<file path="src/rtl/stk_srt_pkg.sv">
// Shared types and constants for the stack_with_sort block.
// Holds operation and status codes, sequencer states and the default depth.
// No dependencies.
`timescale 1ns / 1ps

package stk_srt_pkg;

	// Default number of entries the stack holds.
	localparam int DEFAULT_DEPTH = 16;

	// Value returned by pop, peek or sort on an empty stack.
	localparam logic [31:0] EMPTY_VALUE = 32'hFFFF_FFFF;

	// Operation codes carried by an input transaction.
	typedef enum logic [1:0] {
		OP_PUSH = 2'd0,
		OP_POP  = 2'd1,
		OP_PEEK = 2'd2,
		OP_SORT = 2'd3
	} op_t;

	// Status codes carried by a result transaction.
	typedef enum logic [1:0] {
		ST_OK    = 2'd0,
		ST_EMPTY = 2'd1,
		ST_FULL  = 2'd2
	} status_t;

	// Sequencer states, one-hot.
	typedef enum logic [5:0] {
		S_IDLE = 6'b000001,
		S_PRD  = 6'b000010,
		S_SRD  = 6'b000100,
		S_SCMP = 6'b001000,
		S_SWB  = 6'b010000,
		S_RESP = 6'b100000
	} state_t;

endpackage

</file>
<file path="src/rtl/stack_with_sort.sv">
// stack_with_sort: bounded LIFO of signed 32-bit values with in-place sort.
// Push and any operation on an empty stack answer in the cycle after acceptance, so they
// run one per cycle while the output is not stalled; pop and peek answer through a
// registered memory read and a held result value, taking no new operation meanwhile. Sort
// runs bubble passes of one shared compare unit and is likewise busy until it answers.
// Reset (arst_n low, asynchronous) empties the stack; the storage itself is not cleared.
`timescale 1ns / 1ps

module stack_with_sort #(
	parameter int DEPTH = stk_srt_pkg::DEFAULT_DEPTH
) (
	input  logic               clk,
	input  logic               arst_n,
	input  logic               in_valid,
	output logic               in_stall,
	input  logic [1:0]         operation,
	input  logic signed [31:0] push_value,
	output logic               out_valid,
	input  logic               out_stall,
	output logic signed [31:0] read_value,
	output logic [1:0]         status
);

	localparam int CW = $clog2(DEPTH + 1);
	localparam int IW = $clog2(DEPTH);

	stk_srt_pkg::state_t state_q;
	logic [CW-1:0]       cnt_q;
	logic [CW-1:0]       cnt_m1;
	logic [IW-1:0]       top_idx;
	logic [IW-1:0]       idx_q;
	logic [IW-1:0]       last_q;
	logic signed [31:0]  carry_q;
	logic signed [31:0]  rdata_q;
	logic signed [31:0]  res_val_q;
	logic                out_valid_q;
	logic signed [31:0]  read_value_q;
	logic [1:0]          status_q;
	logic [31:0]         mem [DEPTH];

	logic                in_acc;
	logic                out_free;
	logic                full;
	logic                empty;
	stk_srt_pkg::op_t    op;
	logic [IW-1:0]       rd_addr;
	logic                wr_en;
	logic [IW-1:0]       wr_addr;
	logic signed [31:0]  wr_data;
	logic                gt;
	logic signed [31:0]  cmp_max;
	logic signed [31:0]  cmp_min;
	logic                ld_out;
	logic signed [31:0]  ld_val;
	stk_srt_pkg::status_t ld_st;

	// Handshake and stack occupancy.
	assign op        = stk_srt_pkg::op_t'(operation);
	assign out_free  = !out_valid_q || !out_stall;
	assign in_stall  = (state_q != stk_srt_pkg::S_IDLE) || !out_free;
	assign in_acc    = in_valid && !in_stall;
	assign full      = (cnt_q == CW'(DEPTH));
	assign empty     = (cnt_q == '0);
	assign cnt_m1    = cnt_q - CW'(1);
	assign top_idx   = cnt_m1[IW-1:0];
	assign out_valid  = out_valid_q;
	assign read_value = read_value_q;
	assign status     = status_q;

	// Shared compare unit: the larger value sinks, the smaller rides upward.
	assign gt      = rdata_q > carry_q;
	assign cmp_max = gt ? rdata_q : carry_q;
	assign cmp_min = gt ? carry_q : rdata_q;

	// Read address: the top of stack while idle, the sweep index while sorting.
	assign rd_addr = (state_q == stk_srt_pkg::S_IDLE) ? top_idx : idx_q;

	// Single write port of the storage.
	always_comb begin
		wr_en   = 1'b0;
		wr_addr = cnt_q[IW-1:0];
		wr_data = push_value;
		if (in_acc && op == stk_srt_pkg::OP_PUSH && !full) begin
			wr_en = 1'b1;
		end else if (state_q == stk_srt_pkg::S_SCMP && idx_q != '0) begin
			wr_en   = 1'b1;
			wr_addr = idx_q - IW'(1);
			wr_data = cmp_max;
		end else if (state_q == stk_srt_pkg::S_SWB) begin
			wr_en   = 1'b1;
			wr_addr = last_q;
			wr_data = carry_q;
		end
	end

	// Storage with registered read data.
	always_ff @(posedge clk) begin
		if (wr_en) begin
			mem[wr_addr] <= wr_data;
		end
		rdata_q <= mem[rd_addr];
	end

	// Result loading into the output register.
	always_comb begin
		ld_out = 1'b0;
		ld_val = '0;
		ld_st  = stk_srt_pkg::ST_OK;
		if (in_acc) begin
			if (op == stk_srt_pkg::OP_PUSH) begin
				ld_out = 1'b1;
				ld_st  = full ? stk_srt_pkg::ST_FULL : stk_srt_pkg::ST_OK;
			end else if (empty) begin
				ld_out = 1'b1;
				ld_val = stk_srt_pkg::EMPTY_VALUE;
				ld_st  = stk_srt_pkg::ST_EMPTY;
			end
		end else if (state_q == stk_srt_pkg::S_RESP && out_free) begin
			ld_out = 1'b1;
			ld_val = res_val_q;
		end
	end

	// Sequencer and stack count.
	always_ff @(posedge clk or negedge arst_n) begin
		if (!arst_n) begin
			state_q     <= stk_srt_pkg::S_IDLE;
			cnt_q       <= '0;
			out_valid_q <= 1'b0;
		end else begin
			if (ld_out) begin
				out_valid_q <= 1'b1;
			end else if (!out_stall) begin
				out_valid_q <= 1'b0;
			end
			unique case (state_q)
				stk_srt_pkg::S_IDLE: begin
					if (in_acc && (!empty || op == stk_srt_pkg::OP_PUSH)) begin
						unique case (op)
							stk_srt_pkg::OP_PUSH: begin
								if (!full) begin
									cnt_q <= cnt_q + CW'(1);
								end
							end
							stk_srt_pkg::OP_POP: begin
								cnt_q   <= cnt_m1;
								state_q <= stk_srt_pkg::S_PRD;
							end
							stk_srt_pkg::OP_PEEK: begin
								state_q <= stk_srt_pkg::S_PRD;
							end
							stk_srt_pkg::OP_SORT: begin
								state_q <= stk_srt_pkg::S_SRD;
							end
							default: begin
								state_q <= stk_srt_pkg::S_IDLE;
							end
						endcase
					end
				end
				stk_srt_pkg::S_PRD: begin
					state_q <= stk_srt_pkg::S_RESP;
				end
				stk_srt_pkg::S_SRD: begin
					state_q <= stk_srt_pkg::S_SCMP;
				end
				stk_srt_pkg::S_SCMP: begin
					state_q <= (idx_q == last_q) ? stk_srt_pkg::S_SWB : stk_srt_pkg::S_SRD;
				end
				stk_srt_pkg::S_SWB: begin
					state_q <= (last_q <= IW'(1)) ? stk_srt_pkg::S_RESP : stk_srt_pkg::S_SRD;
				end
				stk_srt_pkg::S_RESP: begin
					if (out_free) begin
						state_q <= stk_srt_pkg::S_IDLE;
					end
				end
				default: begin
					state_q <= stk_srt_pkg::S_IDLE;
				end
			endcase
		end
	end

	// Sort sweep registers and held result value.
	always_ff @(posedge clk) begin
		unique case (state_q)
			stk_srt_pkg::S_IDLE: begin
				idx_q  <= '0;
				last_q <= top_idx;
			end
			stk_srt_pkg::S_PRD: begin
				res_val_q <= rdata_q;
			end
			stk_srt_pkg::S_SCMP: begin
				carry_q <= (idx_q == '0) ? rdata_q : cmp_min;
				if (idx_q != last_q) begin
					idx_q <= idx_q + IW'(1);
				end
			end
			stk_srt_pkg::S_SWB: begin
				// The first pass leaves the overall minimum on top.
				if (last_q == top_idx) begin
					res_val_q <= carry_q;
				end
				idx_q  <= '0;
				last_q <= last_q - IW'(1);
			end
			default: begin
			end
		endcase
	end

	// Output register payload.
	always_ff @(posedge clk) begin
		if (ld_out) begin
			read_value_q <= ld_val;
			status_q     <= ld_st;
		end
	end

`ifndef NO_ASSERTIONS
	a_cnt_bound: assert property (@(posedge clk) disable iff (!arst_n)
		cnt_q <= CW'(DEPTH))
		else $error("stack count exceeds depth");

	a_push_grows: assert property (@(posedge clk) disable iff (!arst_n)
		(in_acc && op == stk_srt_pkg::OP_PUSH && !full) |=> cnt_q == $past(cnt_q) + CW'(1))
		else $error("accepted push did not grow the stack");

	a_busy_count: assert property (@(posedge clk) disable iff (!arst_n)
		(state_q != stk_srt_pkg::S_IDLE) |=> $stable(cnt_q))
		else $error("stack count changed during a multi-cycle operation");

	a_sweep_range: assert property (@(posedge clk) disable iff (!arst_n)
		(state_q == stk_srt_pkg::S_SCMP) |-> (idx_q <= last_q && {1'b0, last_q} < cnt_q))
		else $error("sort sweep index outside the stack");

	a_empty_value: assert property (@(posedge clk) disable iff (!arst_n)
		(out_valid_q && status_q == stk_srt_pkg::ST_EMPTY) |->
		read_value_q == stk_srt_pkg::EMPTY_VALUE)
		else $error("empty status without the empty value");
`endif

endmodule
</file>
<file path="config.mk">
export PLATFORM = sky130hd
export DESIGN_NAME = stack_with_sort
export DESIGN_NICKNAME = d
export VERILOG_FILES = /design/src/rtl/stk_srt_pkg.sv /design/src/rtl/stack_with_sort.sv
export SDC_FILE = /design/constraint.sdc
export NUM_CORES = 1
export LEC_CHECK = 0
export ABC_AREA = 0
export BUFFER_PORTS_ARGS = -buffer_cell sky130_fd_sc_hd__buf_2
export CORE_UTILIZATION = 45
export DETAILED_ROUTE_END_ITERATION = 12
export PLACE_DENSITY_LB_ADDON = 0.08
export SLEW_MARGIN = 20
export SYNTH_ARGS = -nofsm -noshare
export SYNTH_HDL_FRONTEND = slang
export SYNTH_SLANG_ARGS = --single-unit
</file>
<file path="constraint.sdc">
create_clock -name clk -period 12.7 [get_ports clk]
set_input_delay 1.27 -clock clk [delete_from_list [all_inputs] [get_ports clk]]
set_output_delay 1.27 -clock clk [all_outputs]
set_load 0.005 [all_outputs]
</file>
# [Yosys cells after proc, flatten, opt, wreduce, memory -nomap -nowiden]
# Memories as Yosys holds them, arrays and structs flattened. A register that Yosys moved wholly into a read port is not among the register bits.
# Index checks and enable logic that the tools add are counted.
[word_totals] output_inout_bits=36 ff_bits=118 in_bits=38 ramBits=512 n_memories=1
[memory_table] name="mem" depth=16 word_bits=32 read_ports=1 rd_ports_with_merged_regs=1 write_ports=1 line="stack_with_sort.sv:39" source="logic [31:0] mem [DEPTH];"
[op_classes] eq_ne=22 magnitude_cmp=2 addsub=5 n_mux=41 n_reduce_logical=30
[ops] cell="$mux 32" n=11
[ops] cell="$pmux 32 s2" n=1
[ops] cell="$pmux 6 s6" n=1
[ops] cell="$gt 32x32->1" n=1
[ops] cell="$mux 4" n=5
[ops] cell="$mux 6" n=3
[ops] cell="$pmux 4 s2" n=2
[ops] cell="$mux 1" n=12
[ops] cell="$pmux 6 s2" n=1
[ops] cell="$mux 5" n=2
[ops] cell="$ne 2x1->1 const B" n=5
[ops] cell="$pmux 5 s2" n=1
[ops] cell="$eq 4x4->1" n=2
[ops] cell="$reduce_bool 2->1" n=4
[ops] cell="$sub 4x1->4 const B" n=2
[ops] cell="$eq 6x1->1 const B" n=1
[ops] cell="$eq 6x2->1 const B" n=1
[ops] cell="$eq 6x3->1 const B" n=1
[ops] cell="$eq 6x4->1 const B" n=1
[ops] cell="$eq 6x5->1 const B" n=1
[ops] cell="$eq 6x6->1 const B" n=1
[ops] cell="$logic_and 1x1->1" n=6
[ops] cell="$logic_not 1->1" n=6
[ops] cell="$ne 6x1->1 const B" n=1
[ops] cell="20 further kinds" n=28

# [Logic depth before layout (Yosys ltp)]
# Gate-level depths: netlist (run 1).
[logic_depth] depth_word=11 depth_mapped=12

# [Least setup slack after synthesis (run 1)]
# OpenSTA, ideal clock, no wires.
[synth_timing] path_type="register to register" start="register state_q[0]" end="register res_val_q[0] (enable)" setup_ps=466 slack_ps=8590 path_stages_with_launch=7 arrival_ps=3645 period_less_slack_ps=4110 n_path_buf=1 path_cell_list="dfstp_2 -> clkbuf_1 -> nor3_1 -> nand2b_1 -> nor3b_2 -> nand4_1 -> o21ai_0"
[synth_via] elab_chain_len=3 elab_cells_between_ends=5
[synth_lines] element="start, declared" line="stack_with_sort.sv:27" source="stk_srt_pkg::state_t state_q;"
[synth_lines] element="start signal, assigned" line="stack_with_sort.sv:127" source="state_q <= stk_srt_pkg::S_IDLE;"
[synth_lines] element="start signal, assigned" line="stack_with_sort.sv:147" source="state_q <= stk_srt_pkg::S_PRD;"
[synth_lines] element="start signal, assigned" line="stack_with_sort.sv:150" source="state_q <= stk_srt_pkg::S_PRD;"
[synth_lines] element="$eq 6x5->1 or $eq 6x2->1 (tied branches)" line="stack_with_sort.sv:187" source="unique case (state_q)"
[synth_lines] element="$ne 2x1->1 (no source line) or $reduce_bool 2->1 (tied branches)"
[synth_lines] element="$reduce_and 2->1 (no source line) *"
[synth_lines] element="end signal, assigned" line="stack_with_sort.sv:193" source="res_val_q <= rdata_q;"
[synth_lines] element="end signal, assigned" line="stack_with_sort.sv:204" source="res_val_q <= carry_q;"
[synth_lines] element="end, declared" line="stack_with_sort.sv:35" source="logic signed [31:0] res_val_q;"
# Mark *: on every way between the ends. The rest lies on a longest branch, timed or not.
# A chain may end at the register's enable or synchronous reset.

# [Worst setup path after layout (run 1)]
[layout_timing] start="register carry_q[5]" end="memory mem[4][14], data pin"
[layout_via] elab_chain_len=4
[layout_lines] element="start, declared" line="stack_with_sort.sv:33" source="logic signed [31:0] carry_q;"
[layout_lines] element="start signal, assigned" line="stack_with_sort.sv:196" source="carry_q <= (idx_q == '0) ? rdata_q : cmp_min;"
[layout_lines] element="$gt 32x32->1" line="stack_with_sort.sv:71" source="assign gt = rdata_q > carry_q;"
[layout_lines] element="$mux 32" line="stack_with_sort.sv:72" source="assign cmp_max = gt ? rdata_q : carry_q;"
[layout_lines] element="$mux 32" line="stack_with_sort.sv:85" source="end else if (state_q == stk_srt_pkg::S_SCMP && idx_q != '0) begin"
[layout_lines] element="$mux 32" line="stack_with_sort.sv:83" source="if (in_acc && op == stk_srt_pkg::OP_PUSH && !full) begin"
[layout_lines] element="via wr_data[14]" line="stack_with_sort.sv:49" source="logic signed [31:0] wr_data;"
[layout_lines] element="end, declared" line="stack_with_sort.sv:39"
# The timed path passes the listed nets, and every way through them passes these cells.

==> results of run 1 <==
[placed cells by master (no fill, tap or decap), drive strengths merged, types with 44 or more instances in the layout]
cell / count
buf: 108
a31oi: 67
a21o: 67
and2: 128
a21oi: 91
edfxtp: 618
clkbuf: 98
nand2: 312
a211oi: 162
o21ai: 44
a311oi: 64
inv: 47
[power by group]
part | total (mW) | switching (mW) | internal (mW)
Clock | 2.04 | 0.830 | 1.21
Combinational | 2.99 | 2.03 | 0.958
Sequential | 2.76 | 0.154 | 2.61
Total | 7.79 | 3.01 | 4.77
[per-layer routing]
layer | vias up | wire length (um) | track usage (%)
met5 | - | 0 | 0
met4 | 0 | 1786 | 7.737
met3 | 120 | 4531 | 4.135
met1 | 8356 | 31940 | 32.62
met2 | 526 | 32780 | 35.89
li1 | 7637 | - | -
[critical path, cell delays in order, from the launching register on]
cell and delay, ps:
edfxtp_1 380, inv_1 90, ha_1 240, a211oi_1 210
o21ai_0 160, a221o_1 320, a221oi_1 630, o21ai_1 310
xnor2_1 270, a31oi_4 310, buf_4 490, a21o_1 500
[layout make-up]
class                   count  area share (%)
repair buffers            108           2.151
flip-flops and latches    662           63.13
clock inverters            28           1.025
multi-input cells        1142           23.63
clock buffers              98           6.380
well taps                 773           3.131
inverters                  46          0.5590
[final timing paths]
kind | from | endpoint | slack, ps | cells after the start
max in group asynchronous | arst_n | state_q[0] | 11840 | 1
min reg2reg | rdata_q[0] | carry_q[0] | 470 | 0
min | rdata_q[0] | carry_q[0] | 470 | 0
max | carry_q[5] | mem[4][14] | 8460 | 11
min in group asynchronous | arst_n | cnt_q[0] | 560 | 1
max reg2reg | carry_q[5] | mem[4][14] | 8460 | 11
[metrics by stage]
| step | power (mW) | hold WS (ps) |
|---|---|---|
| after floorplan | 4.968 | 431.0 |
| after global placement | 5.755 | 445.4 |
| after detailed placement | 5.776 | 451.6 |
| after CTS | 7.823 | 467.0 |
| after global routing | 8.255 | 490.4 |
| final | 7.788 | 470.6 |
[cell families (layout without fill, tap and decap cells)]
kind of cell | Yosys count | count (layout) | synth area share [%]
XOR/XNOR | 23 | 23 | 0.7368
adder cells (fa/ha/maj) | 41 | 41 | 1.876
AND/OR/NAND/NOR | 532 | 532 | 9.025
flip-flops | 662 | 662 | 71.32
multiplexers | 8 | 8 | 0.3112
buffers and inverters | 185 | 280 | 2.906
AO/OA/AOI/OAI | 538 | 538 | 13.82
[state kept, by name (all words and copies together), names as in the netlist, 4 cells and up]
| register | cells |
|---|---|
| read_value | 32 |
| cnt_q | 5 |
| idx_q | 4 |
| state_q | 6 |
| res_val_q | 32 |
| carry_q | 32 |
| last_q | 4 |
| mem | 512 |
| rdata_q | 32 |
==> metrics list, run 1 <==
- The repair_antennas step left the layout with diodes totalling 0.
* Arrival time at the worst endpoint: 4560 ps
* Initial antenna violation count: 1
* DR pass1 iterations: 6
* Post-route antenna net violation count: 0
- Across the VDD grid, the largest voltage drop is about 280 uV.
- #FFs+latches synth: 662
- Of the cells placed in the final design, the portion with a size suffix greater than 1 is 11.66%.
- Detailed-route wire length per cell: 24.86 um
* Measured slew at the worst slew-check pin: 1058 ps
* CP Max Fanout: 25
- Cells fill 51.85% of the core in the end.
- Synthesis produced 1989 cells.
* Final count of pins violating max slew: 0
- After synthesis, the share of flip-flops with an asynchronous set or reset is 1.813%.
- The worst setup path is launched from a flop.
- Registers take 19500 um^2.
- Yosys mapped a number of flops with a built-in enable equal to 618.
- Largest net degree at the start of global routing: 240
* Final clock skew: 29.64 ps
- The count of buffers added on input and output ports is 73.
* Highest achievable clock rate: 0.2359 GHz
* Synth unique cells: 53
* DRT Wirelength: slightly above 70000 um
- Synthesized area: 27340 um^2
* Cell accounting for the most synthesized area: edfxtp_1
* Row cnt: 89
* Weighted congestion reported at the end of routability-driven placement: 0.8019
- Setup violations remaining at the end of the flow were counted as 0.
- DIE HEIGHT: 248.5 um
- Endpoint required time on the critical path: about 13000 ps
- HPWL after DPL: approximately 36000 um
- Most common flop cell mapped by yosys: edfxtp_1
- I/O pin total: 74
- In the global route stage, overall resource usage came out at between 20% and 30%.
- Clock tree from TritonCTS: yes
* Insertion delay to the later sink of the worst-skew pair: 610 ps
- Leaving out filler cells and counting taps, the final layout contains 2857.
* Min-Delay Path Class: flop to flop
- Vias in the first global route: 15950
- Layout area overhead: 12.98%
- Quantity of hold-fixing buffers added after cts: 0
- After synthesis, the largest area contributor takes up 67.88% of total cell area.
- The floorplan step defined a die boundary enclosing between 60000 and 70000 um^2.
- Slew margin rel.: 29.48%
- Once the floorplan was initialized, standard cells occupied between 40% and 50% of the core.
- Clock-pin slew was measured on the worst setup and hold paths at ~70 ps.
- The critical path is of the flop to flop type.
* Area of the core: 59580 um^2
- Total clock sinks: 662
- Cell types with the largest area share after synthesis: edfxtp_1, a211oi_1, nand2_1, dfxtp_1, a311oi_1
- Cell types with the highest counts after synthesis: edfxtp_1, nand2_1, a211oi_1
* Fin nets: 2109
- Subtracting the final worst setup slack from the clock period gives 4240 ps.
- Run status: finished clean
- The number of hold violations in the final report is 0.
- The worst setup path is captured at a flop.
* Setup repair after global routing missed its margin: no
- Before CTS, the worst setup slack after placement is 8429 ps.
* Final-layout fill cell count: 4974
* Net count of the mapped netlist: 2068
- For the final routed database, the setup TNS stands at 0 ps.
- In this run, CTS created clock tree buffers numbering 70.
* Iteration-0 DRC Markers: 1406
- Number of warnings printed during yosys synthesis: 0
* Period utilisation layout: 33.38%
- Pleak: 10.81 nW
- Dividing the synthesized area by the synthesized cell count gives about 14 um^2.
* Root buf cell: clkbuf_16
* Residual overflow from global routing: 0
- Power spread over the standard cell area amounts to approximately 250 nW/um^2.
- Once placement finished, the instance area stood at 28570 um^2.
- The die is about 250 um wide.
* Clock buffer depth: 3
- Summed area of non-filler cells in the final layout: 30890 um^2
- After clock tree synthesis, the repair step resized 0 gates.
- Post-CTS timing repair inserted 0 buffers for setup.
- The tool flagged a number of max-cap violations equal to 0.
* Vias: 16640
- Combined area of the multi-input logic cells: 7298 um^2
- Placed Instances: 2730
- Via density per instance: just under 6
- Yosys instantiated no cell more often than edfxtp_1.
- After synthesis, flip-flops and latches occupy 71.32% of the total area.
- Across all setup checks in the final design, the least slack found is 8460 ps.
- H-tree depth: 3
- The first global-routing pass estimated 105000 um of wire.
* Remaining DRCs: 0
(Power assumes the default switching activity.)
==> run 2, diff against run 1 <==
==> constraint.sdc (replaced) <==
create_clock -name clk -period 4 [get_ports clk]
set_input_delay 0.4 -clock clk [delete_from_list [all_inputs] [get_ports clk]]
set_output_delay 0.4 -clock clk [all_outputs]
set_load 0.005 [all_outputs]
==> metrics list, run 2 (synthesis gave the netlist of run 1 again) <==
* Global-route wire length before repair: 105200 um
- Final-layout fill cell count: 4927
* Slew margin rel.: 29.15%
- Clock buffer depth: 3
* Fin nets: 2140
* Overall global routing resource usage: 22.91%
- Area of the core: 59580 um^2
- The initial antenna violation count came to 2.
- Final critical-path setup slack: 470.3 ps
- Traced cell by cell, the critical path runs through inv_1 > ha_1 > a211oi_1 > o21ai_0 > a221o_1 > a221oi_1 > buf_4 > o21ai_1 > xnor2_1 > a31oi_4 > buf_4 > a21o_1.
- After global routing the overflow that remains totals 0.
- Cells with a size suffix above 1 make up roughly an eighth of the layout.
- Critical path's most frequent cell: buf_4
* Endpoint required time on the critical path: 4350 ps
- Power per standard cell area: 796.1 nW/um^2
- Number of buffers added by the clock tree synthesis step: 72
- Setup repair after global routing left no endpoint under its margin.
* Maximum capacitance violations: 0
- Root buf cell: clkbuf_16
- The slowest stage of the critical path is the a21o_1 cell.
- Clock-pin slew was measured on the worst setup and hold paths at 60 ps.
- Total clock sinks: 662
- Detailed-route wire length per cell: 24.32 um
- Layout area overhead: 14.88%
- The routed layout has around 17000 vias.
- Category of the critical setup timing path: flop to flop
- For the final database, setup skew stands at 17.94 ps.
- The number of global-route vias before repair is roughly 16000.
* Critical path startpoint category: flop
- Measured slew at the worst slew-check pin: 1041 ps
- Dividing the detail-routed via count by the number of cells gives 5.765.
* I/O pin total: 74
- Port Buf Inserts: 73
- Measured along the y axis, the die boundary spans 248.5 um.
- The total count of max-transition violations in the final report is 0.
- HPWL after DPL: 39140 um
* Weighted congestion reported at the end of routability-driven placement: about 0.81
- After routing, the total negative slack on setup checks comes to 0 ps.
- After detailed routing, the number of remaining DRC violations is 0.
* Leading cell type in the layout, fill and taps excluded: edfxtp_1
* Commonest cells after routing, fill and taps aside: edfxtp_1, nand2_1, a211oi_1, a21oi_1, and2_0
- Setup violations, final: 0
- Summing all flip-flop and latch instances after layout gives 19500 um^2.
* Biggest register: mem
* Min-Delay Path Class: input port to flop
* DRT Wirelength: ~70000 um
* Period utilisation layout: 88.24%
- STA classifies the critical path endpoint as a flop.
* Post-route antenna net violation count: 0
- Critical path's largest stage delay: 470 ps
* Run status: finished clean
* Arrival time at the worst endpoint: 3880 ps
- Along the worst path, the maximum fanout reaches 18.
* Iteration-0 DRC Markers: 1467
- The floorplan has 89 rows.
* Clock tree from TritonCTS: yes
- The first detailed-routing pass took 6 iterations.
- Insertion delay to the later sink of the worst-skew pair: 610 ps
* Post-placement worst setup slack: about 500 ps
- The analysis attributes to cell leakage a power of 11.05 nW.
- The routed design could run at a clock period as short as 3530 ps.
* Post-cts resize count: 0
- Number of hold violations in the final report: 0
* Die Span X: 248.5 um
* Initial core utilization: 45.89%
- Max FFs per register: 512
- The worst-case IR drop observed on VDD is between 1000 and 1500 uV.
- In the final layout, the multi-input gates occupy 7298 um^2.
- The H-tree generated during clock tree synthesis spans 3 levels.
* Largest net degree at the start of global routing: 115
- Highest achievable clock rate: 0.2833 GHz
* Floorplan die area: 61740 um^2
==> run 2: cell count changes in the layout (fill, tap and decap cells not counted), sizes merged <==
cell / before / now
buf: 108 / 136
clkinv: 19 / 29
bufinv: 6 / 2
diode: 0 / 3
clkbuf: 98 / 100
clkinvlp: 2 / 1
dlygate4sd3: 0 / 1
==> run 2: repair_timing <==
action                                 4_1_cts  5_1_grt
hold buffers                                 1        0
buffers inserted                             0        0
endpoints found under the hold margin       12        0
==> run 2: routing by layer <==
metal / global-route usage, % / vias up / wire length [um] / part of all wire, %
met1: 34.38 / 8452 / 33280 / 47
met4: 5.856 / 0 / 1074 / 1.5
li1: - / 7708 / - / -
met2: 35.09 / 455 / 31940 / 45
met5: 0 / - / 0 / 0
met3: 3.182 / 79 / 4124 / 5.9
==> run 2: final cells by class <==
type	instances	share of cell area, %
multi-input cells	1142	23.24
flip-flops and latches	662	62.09
clock inverters	33	0.6892
repair buffers	137	3.896
well taps	773	3.079
diodes	3	0.02390
inverters	46	0.5498
clock buffers	100	6.438
==> run 2: metrics by stage <==
step / util, % / total power, mW / cell area, um^2 / hold WS (ps) / cells
detailed placement: 48.93 / 18.88 / 29150 / 307.6 / 2759
global placement: 48.93 / 18.80 / 29150 / 307.0 / 2759
CTS: 52.71 / 25.19 / 31400 / 123.5 / 2893
finish: 52.72 / 25.00 / 31410 / 145.2 / 2896
global route: 52.71 / 26.56 / 31400 / 174.2 / 2893
floorplan: - / 15.77 / 27340 / 104.4 / 1989
==> run 2: path summary, 6_finish.rpt <==
path	start	endpoint	slack [ps]	cells past startpoint
setup / recovery	carry_q[5]	mem[14][15]	470	12
hold / removal	out_stall	out_valid	150	3
setup reg to reg	carry_q[5]	mem[14][15]	470	12
hold reg to reg	rdata_q[0]	carry_q[0]	470	0
max in group asynchronous	arst_n	state_q[0]	3510	2
min in group asynchronous	arst_n	state_q[2]	210	2
==> run 2: power by group <==
part / internal, mW / total, mW / switching (mW)
clock network: 3.66 / 6.30 / 2.64
registers: 8.28 / 8.74 / 0.463
logic: 3.45 / 9.96 / 6.51
==> run 2: worst max-delay path: cells and delay by family, from the launching register on <==
family,cells,cell delay [ps]
compound gates,7,1800
buf+inv,3,620
flops,1,390
fa+ha+maj,1,240
xor+xnor,1,210
